[src/rtl/core/spt_pkg.sv]
// Shared types, codes and constants for the sparsity pattern table.
// No dependencies; imported by every module of the block except spt_ram.
`timescale 1ns / 1ps
`default_nettype none

package spt_pkg;

    // default sizes of the stores
    localparam int DEF_MAX_ROWS  = 256;
    localparam int DEF_MAX_COLS  = 256;
    localparam int DEF_MAX_SLOTS = 16;

    // field widths fixed by the interface
    localparam int MODE_W  = 3;
    localparam int INDEX_W = 8;
    localparam int POS_W   = 13;
    localparam int BAND_W  = 8;
    localparam int STAT_W  = 2;
    localparam int CFG_W   = 9;
    localparam int SLOT_CFG_W = 5;
    localparam int CFG_ADDR_W = 2;

    // configuration register indexes
    localparam logic [CFG_ADDR_W-1:0] CFG_ROWS  = 2'd0;
    localparam logic [CFG_ADDR_W-1:0] CFG_COLS  = 2'd1;
    localparam logic [CFG_ADDR_W-1:0] CFG_SLOTS = 2'd2;

    // register values after reset
    localparam logic [CFG_W-1:0]      RST_ROWS  = 9'd256;
    localparam logic [CFG_W-1:0]      RST_COLS  = 9'd256;
    localparam logic [SLOT_CFG_W-1:0] RST_SLOTS = 5'd16;

    typedef enum logic [MODE_W-1:0] {
        MODE_CLEAR    = 3'd0,
        MODE_ADD      = 3'd1,
        MODE_LOOKUP   = 3'd2,
        MODE_COMPRESS = 3'd3,
        MODE_BAND     = 3'd4
    } mode_t;

    typedef enum logic [STAT_W-1:0] {
        ST_OK    = 2'd0,
        ST_RANGE = 2'd1,
        ST_FULL  = 2'd2
    } status_t;

    typedef enum logic [4:0] {
        S_INIT,
        S_IDLE,
        S_CLR,
        S_RS0,
        S_RS1,
        S_RS2,
        S_RD,
        S_CHK,
        S_BW_ROW,
        S_BW_HI,
        S_BW_RD,
        S_BW_CHK,
        S_CP_ROW,
        S_CP_HI,
        S_CP_RD,
        S_CP_CHK,
        S_CP_WRS,
        S_CP_WR,
        S_CP_END,
        S_DONE
    } state_t;

    // which row_start entry is read
    typedef enum logic [1:0] {
        RS_ROW,
        RS_ROW1,
        RS_R1
    } rs_sel_t;

    // what the staged result becomes
    typedef enum logic [2:0] {
        RK_NONE,
        RK_ZERO,
        RK_RANGE_ADD,
        RK_RANGE_LOOKUP,
        RK_FULL,
        RK_HIT,
        RK_MISS,
        RK_BAND
    } res_kind_t;

    typedef struct packed {
        logic      load_item;
        logic      clr_start;
        logic      clr_step;
        rs_sel_t   rs_sel;
        logic      lo_ld;
        logic      hi_ld;
        logic      a_inc;
        logic      row_next;
        logic      add_write;
        logic      best_upd;
        logic      tmp_insert;
        logic      cp_wrs;
        logic      cp_wr;
        logic      cp_end;
        res_kind_t res_kind;
        logic      out_load;
    } ctl_cmd_t;

    typedef struct packed {
        logic clr_last;
        logic range_ok;
        logic scan_end;
        logic slot_valid;
        logic col_hit;
        logic diag_hit;
        logic row_end;
        logic tmp_done;
        logic packed_set;
        logic out_free;
    } dp_stat_t;

    // clamp a register value to [1, hi]
    function automatic logic [15:0] clamp16(input logic [15:0] v, input logic [15:0] hi);
        logic [15:0] r;
        r = v;
        if (v == 16'd0)
        begin
            r = 16'd1;
        end
        else if (v > hi)
        begin
            r = hi;
        end
        return r;
    endfunction

endpackage

`default_nettype wire

[src/rtl/core/spt_ctrl.sv]
// Controller of the sparsity pattern table: sequences clear, add, lookup,
// compress and bandwidth passes. Depends on spt_pkg.
`timescale 1ns / 1ps
`default_nettype none

module spt_ctrl (
    input  wire logic                       clk,
    input  wire logic                       rst_n,
    input  wire logic                       in_valid,
    input  wire logic [spt_pkg::MODE_W-1:0] mode,
    output logic                            in_ready,
    input  wire spt_pkg::dp_stat_t          stat,
    output spt_pkg::ctl_cmd_t               cmd
);

    import spt_pkg::*;

    state_t state_reg, state_next;
    logic   lookup_reg, lookup_next;

    always_ff @(posedge clk or negedge rst_n)
    begin
        if (!rst_n)
        begin
            state_reg  <= S_INIT;
            lookup_reg <= 1'b0;
        end
        else
        begin
            state_reg  <= state_next;
            lookup_reg <= lookup_next;
        end
    end

    // next state
    always_comb
    begin
        state_next  = state_reg;
        lookup_next = lookup_reg;
        case (state_reg)
            S_INIT:
            begin
                if (stat.clr_last)
                begin
                    state_next = S_IDLE;
                end
            end
            S_IDLE:
            begin
                if (in_valid)
                begin
                    lookup_next = (mode == MODE_LOOKUP);
                    case (mode)
                        MODE_CLEAR:    state_next = S_CLR;
                        MODE_ADD:      state_next = S_RS0;
                        MODE_LOOKUP:   state_next = S_RS0;
                        MODE_COMPRESS: state_next = S_CP_ROW;
                        MODE_BAND:     state_next = S_BW_ROW;
                        default:       state_next = S_DONE;
                    endcase
                end
            end
            S_CLR:
            begin
                if (stat.clr_last)
                begin
                    state_next = S_DONE;
                end
            end
            S_RS0:
            begin
                state_next = stat.range_ok ? S_RS1 : S_DONE;
            end
            S_RS1:    state_next = S_RS2;
            S_RS2:    state_next = S_RD;
            S_RD:     state_next = S_CHK;
            S_CHK:
            begin
                if (stat.scan_end || (stat.slot_valid && stat.col_hit)
                    || (!stat.slot_valid && !lookup_reg))
                begin
                    state_next = S_DONE;
                end
                else
                begin
                    state_next = S_RD;
                end
            end
            S_BW_ROW: state_next = stat.row_end ? S_DONE : S_BW_HI;
            S_BW_HI:  state_next = S_BW_RD;
            S_BW_RD:  state_next = S_BW_CHK;
            S_BW_CHK:
            begin
                state_next = (stat.scan_end || !stat.slot_valid) ? S_BW_ROW : S_BW_RD;
            end
            S_CP_ROW:
            begin
                if (stat.packed_set)
                begin
                    state_next = S_DONE;
                end
                else if (stat.row_end)
                begin
                    state_next = S_CP_END;
                end
                else
                begin
                    state_next = S_CP_HI;
                end
            end
            S_CP_HI:  state_next = S_CP_RD;
            S_CP_RD:  state_next = S_CP_CHK;
            S_CP_CHK: state_next = stat.scan_end ? S_CP_WRS : S_CP_RD;
            S_CP_WRS: state_next = S_CP_WR;
            S_CP_WR:  state_next = stat.tmp_done ? S_CP_ROW : S_CP_WR;
            S_CP_END: state_next = S_DONE;
            S_DONE:
            begin
                if (stat.out_free)
                begin
                    state_next = S_IDLE;
                end
            end
            default:  state_next = S_IDLE;
        endcase
    end

    // commands
    always_comb
    begin
        cmd          = '0;
        cmd.rs_sel   = RS_R1;
        cmd.res_kind = RK_NONE;
        in_ready     = 1'b0;
        case (state_reg)
            S_INIT:
            begin
                cmd.clr_step = 1'b1;
            end
            S_IDLE:
            begin
                in_ready = 1'b1;
                if (in_valid)
                begin
                    cmd.load_item = 1'b1;
                    case (mode)
                        MODE_CLEAR:    cmd.clr_start = 1'b1;
                        MODE_ADD:      cmd.res_kind  = RK_NONE;
                        MODE_LOOKUP:   cmd.res_kind  = RK_NONE;
                        MODE_COMPRESS: cmd.res_kind  = RK_NONE;
                        MODE_BAND:     cmd.res_kind  = RK_NONE;
                        default:       cmd.res_kind  = RK_ZERO;
                    endcase
                end
            end
            S_CLR:
            begin
                cmd.clr_step = 1'b1;
                if (stat.clr_last)
                begin
                    cmd.res_kind = RK_ZERO;
                end
            end
            S_RS0:
            begin
                cmd.rs_sel = RS_ROW;
                if (!stat.range_ok)
                begin
                    cmd.res_kind = lookup_reg ? RK_RANGE_LOOKUP : RK_RANGE_ADD;
                end
            end
            S_RS1:
            begin
                cmd.lo_ld  = 1'b1;
                cmd.rs_sel = RS_ROW1;
            end
            S_RS2:
            begin
                cmd.hi_ld = 1'b1;
            end
            S_CHK:
            begin
                if (stat.scan_end)
                begin
                    cmd.res_kind = lookup_reg ? RK_MISS : RK_FULL;
                end
                else if (stat.slot_valid && stat.col_hit)
                begin
                    cmd.res_kind = lookup_reg ? RK_HIT : RK_ZERO;
                end
                else if (!stat.slot_valid && !lookup_reg)
                begin
                    cmd.add_write = 1'b1;
                    cmd.res_kind  = RK_ZERO;
                end
                else
                begin
                    cmd.a_inc = 1'b1;
                end
            end
            S_BW_ROW:
            begin
                if (stat.row_end)
                begin
                    cmd.res_kind = RK_BAND;
                end
            end
            S_BW_HI:
            begin
                cmd.hi_ld = 1'b1;
            end
            S_BW_CHK:
            begin
                if (stat.scan_end || !stat.slot_valid)
                begin
                    cmd.row_next = 1'b1;
                end
                else
                begin
                    cmd.best_upd = 1'b1;
                    cmd.a_inc    = 1'b1;
                end
            end
            S_CP_ROW:
            begin
                if (stat.packed_set)
                begin
                    cmd.res_kind = RK_ZERO;
                end
            end
            S_CP_HI:
            begin
                cmd.hi_ld = 1'b1;
            end
            S_CP_CHK:
            begin
                if (!stat.scan_end)
                begin
                    cmd.a_inc      = 1'b1;
                    cmd.tmp_insert = stat.slot_valid && !stat.diag_hit;
                end
            end
            S_CP_WRS:
            begin
                cmd.cp_wrs = 1'b1;
            end
            S_CP_WR:
            begin
                if (stat.tmp_done)
                begin
                    cmd.row_next = 1'b1;
                end
                else
                begin
                    cmd.cp_wr = 1'b1;
                end
            end
            S_CP_END:
            begin
                cmd.cp_end   = 1'b1;
                cmd.res_kind = RK_ZERO;
            end
            S_DONE:
            begin
                cmd.out_load = stat.out_free;
            end
            default:
            begin
                cmd.res_kind = RK_NONE;
            end
        endcase
    end

endmodule

`default_nettype wire

[config.mk]
export PLATFORM = sky130hd
export DESIGN_NAME = spt_ctrl
export DESIGN_NICKNAME = d
export VERILOG_FILES = /design/src/rtl/core/spt_pkg.sv /design/src/rtl/core/spt_ctrl.sv
export SDC_FILE = /design/constraint.sdc
export NUM_CORES = 1
export LEC_CHECK = 0
export BUFFER_PORTS_ARGS = -buffer_cell sky130_fd_sc_hd__buf_2
export CAP_MARGIN = 20
export CORE_UTILIZATION = 52
export CTS_CLUSTER_SIZE = 24
export DETAILED_ROUTE_END_ITERATION = 10
export PLACE_DENSITY = 0.93
export SETUP_SLACK_MARGIN = 0.4
export SYNTH_ARGS = -nofsm -noshare
export SYNTH_HDL_FRONTEND = slang
export SYNTH_SLANG_ARGS = --single-unit
[constraint.sdc]
create_clock -name clk -period 2.5 [get_ports clk]
set_input_delay 0.125 -clock clk [delete_from_list [all_inputs] [get_ports clk]]
set_output_delay 0.125 -clock clk [all_outputs]
set_load 0.1 [all_outputs]
==> impl_results.md <==
* Clk pin slew, worst setup/hold paths at 0.05 ns
* CP max stage cell: dfrtp_2
* Maximum fanout along the worst path at 7
* Post-synth cell types at 49
* Critical path class: reg -> out
* Die area at 0.001974 sq mm
* Clock Sink Count at 6
* Hold Path End: state_reg[4]
* R2R Path End: state_reg[4]
* Hold Crit Start: stat[0]
* Number of synthesized flops with an enable pin at 0
* Leading area contributor after synthesis: dfrtp_1
* TritonCTS clock tree: built
* Fill cells at 86
* Syn. warnings at 0
* Yosys top cell area share at 0.1604
* Pwr Total at 1.988 mW
* Required @ worst endpoint at 2.38 ns
* R2R Path Start: state_reg[4]
* Final worst slack at 0.3727 ns
* PwrDens at 1411 mW/mm^2
* Post-Synthesis Cells at 135
* H-Tree Depth at 1
* Multi-input logic area at 839.6 sq um
* Final slew viol count at 0
* Worst skew pair latency at 0.27 ns
* Vias at between 1000 and 1500
* Commonest non-fill, non-tap cell in the layout: buf_2
* Final setup viols at 0
* Ranking of synthesized cells by area: dfrtp_1 16%, nor3_1 7.0%, nor2_1 5.6%, a31oi_1 4.7%, nand2_1 4.4%
* Max-cap viol count at 0
* I/O Buffers at 35
* F_max at 470.1 MHz
* Smallest hold slack at between 0.08 and 0.09 ns
* Final ANT Viol Nets at 0
* Total Neg Setup Slack at 0 ns
* DRT Wirelength at 3577 microns
* Detailed Place HPWL at 2373 microns
* Commonest cells after routing, fill and taps aside: 25 x buf_2, 17 x buf_4, 12 x nor2_1, 10 x nand2_1
* Die X at 44.43 microns
* Crit-path cells: nor2b_2 -> or3b_4 -> o32a_1 -> o211ai_2 -> buf_12
* GRT Overall Usage at 0.3888
* Average size of a mapped cell at 6.933 sq um
* Wire per inst at 17.71 microns
* Final period utilization at 0.8509
* Worst Path Arrival at 2.00 ns
* DRC violations left at 0
* Global-route wire length before repair at 5727 microns
* Pin count of the biggest net entering global routing at 21
* CTS root buffer: clkbuf_4
* Status: finished clean
* Worst Tran Pin Value at between 0.4 and 0.5 ns
* CTS Buffer Depth at 2
* Io pins at 36
* Core area at 0.001594 sq mm
* CTS buffer count at 3
* Crit path time final at about 2.1 ns
* Nets at 196
* R2r worst-path depth at 6
* GPL Wtd Cong at 0.9880
* Final Hold Vio Count at 0
* Initial antenna violation count at 0
* Initial core utilization at 0.5871
* Starting DRT DRC Count at 90
* CP startpoint kind: flip-flop
* N_diodes at 0
* CP delay by family, top: simple AND/OR/NAND/NOR gates
* Vias in the first global route at 1283
* Setup WS pre-CTS at between 0.4 and 0.5 ns
* Row count at 14
* Sequential area share after synthesis at 0.1604
* RSZ-0062 raised after global routing: true
* Total global routing overflow at 0
* Share of cells above drive strength 1 at 0.5056
* Die outline height at 44.43 microns
* FF+latch count, synth at 6
* Layout Area Growth over Synthesis at 50.53%
* Hold Path Stages at 2
* Reg-to-reg setup timing slack at 0.61 ns
* Worst Skew at 0.009589 ns
* Peak supply drop at 1405 uV
* Async SR Flop Fraction at 1.000
* Largest register FFs at 5
* Slew HR at 0.6815
* Drt first pass iters at 5
* Register Area at between 150 and 200 sq um
* CP Buf/Inv Count at 1
* Critical path launch point: state_reg[2]
* Slowest stage delay, CP at about 0.44 ns
* Post-Syn Nets at between 150 and 200
* Hold WC Path Type: in -> reg
* Synth Flop Type: dfrtp_1
* Via/cell ratio at 6.644
* Synthesized cell area at 935.9 sq um
* Leakage at 0.6183 nW
* Critical Path End Type: output pin
* Finished Core Util at 0.8838
==> cells in the mapped netlist, types with 2 or more instances <==
cell type  instances
a21oi_1            8
nand2_1           11
buf_2              2
buf_4              4
a22oi_1            2
and3_1             2
a31oi_1            7
nor2b_1            3
inv_1              2
o41ai_1            2
nor4_1             2
nor4b_1            2
clkbuf_1           5
o32ai_1            2
dfrtp_1            6
or3_4              2
inv_2              3
o21ai_0            7
nor3_1            13
nor3b_1            3
o22ai_1            3
o21ai_1            2
nor2_1            14
o21bai_1           2
nor2_2             2
==> how the worst max path moves through the flow <==
stage          endpoint  slack, ns  cells after the start
3_3_place_gp     cmd[1]       0.47                      5
4_1_cts         cmd[10]       0.41                      5
6_report         cmd[1]       0.37                      5
5_1_grt          cmd[1]       0.33                      5
2_1_floorplan   cmd[17]      -0.25                      5
3_5_place_dp     cmd[1]       0.41                      5
==> worst reg2reg max path: stages, from the launching register on <==
cell and delay, ns:
dfrtp_1 0.41, buf_6 0.23, nor3b_1 0.11, and3_4 0.20, or3_4 0.40, nor4_2 0.28, o32ai_1 0.11
==> metal layers <==
| metal | GRT usage | wire length, microns | vias to the layer above |
|---|---|---|---|
| li1 | - | - | 600 |
| met1 | 0.4874 | 1365 | 601 |
| met2 | 0.6324 | 1646 | 111 |
| met3 | 0.08571 | 383 | 30 |
| met4 | 0.1818 | 182 | 0 |
| met5 | 0 | 0 | - |
==> timing repair <==
| item | CTS | global route |
|---|---|---|
| setup buffers | 8 | 1 |
| hold buffers | 1 | 0 |
| resized for setup | 10 | 7 |
| endpoints found under the hold margin | 6 | 0 |
| pin swaps | 0 | 1 |
| cloned | 0 | 0 |
| endpoints found under the setup margin | 12 | 10 |
==> cell type report <==
cell class / instances / share of cell area
flip-flops and latches: 6 / 0.1101
repair buffers: 51 / 0.2433
inverters: 5 / 0.01332
multi-input cells: 113 / 0.5959
well taps: 24 / 0.02131
clock buffers: 3 / 0.01599
==> through the flow <==
step | area [sq um] | cells
2_1_floorplan | 1066 | 135
3_3_place_gp | 1269 | 189
3_5_place_dp | 1269 | 189
4_1_cts | 1383 | 201
5_1_grt | 1409 | 202
6_report | 1409 | 202
==> power by group <==
part / total, mW / internal [mW] / leakage [nW] / switching, mW
Combinational: 1.63 / 0.477 / 0.532 / 1.15
Clock: 0.100 / 0.0550 / 0.0138 / 0.0454
Sequential: 0.259 / 0.142 / 0.0724 / 0.117
Total: 1.99 / 0.673 / 0.618 / 1.31
==> kinds of logic after synthesis <==
family	Yosys count	share of synthesized area
flops	6	0.1604
buf+inv	16	0.08289
simple gates	68	0.4251
mux	1	0.01203
compound gates	44	0.3195
No activity file was read; power rests on OpenSTA's default activity.
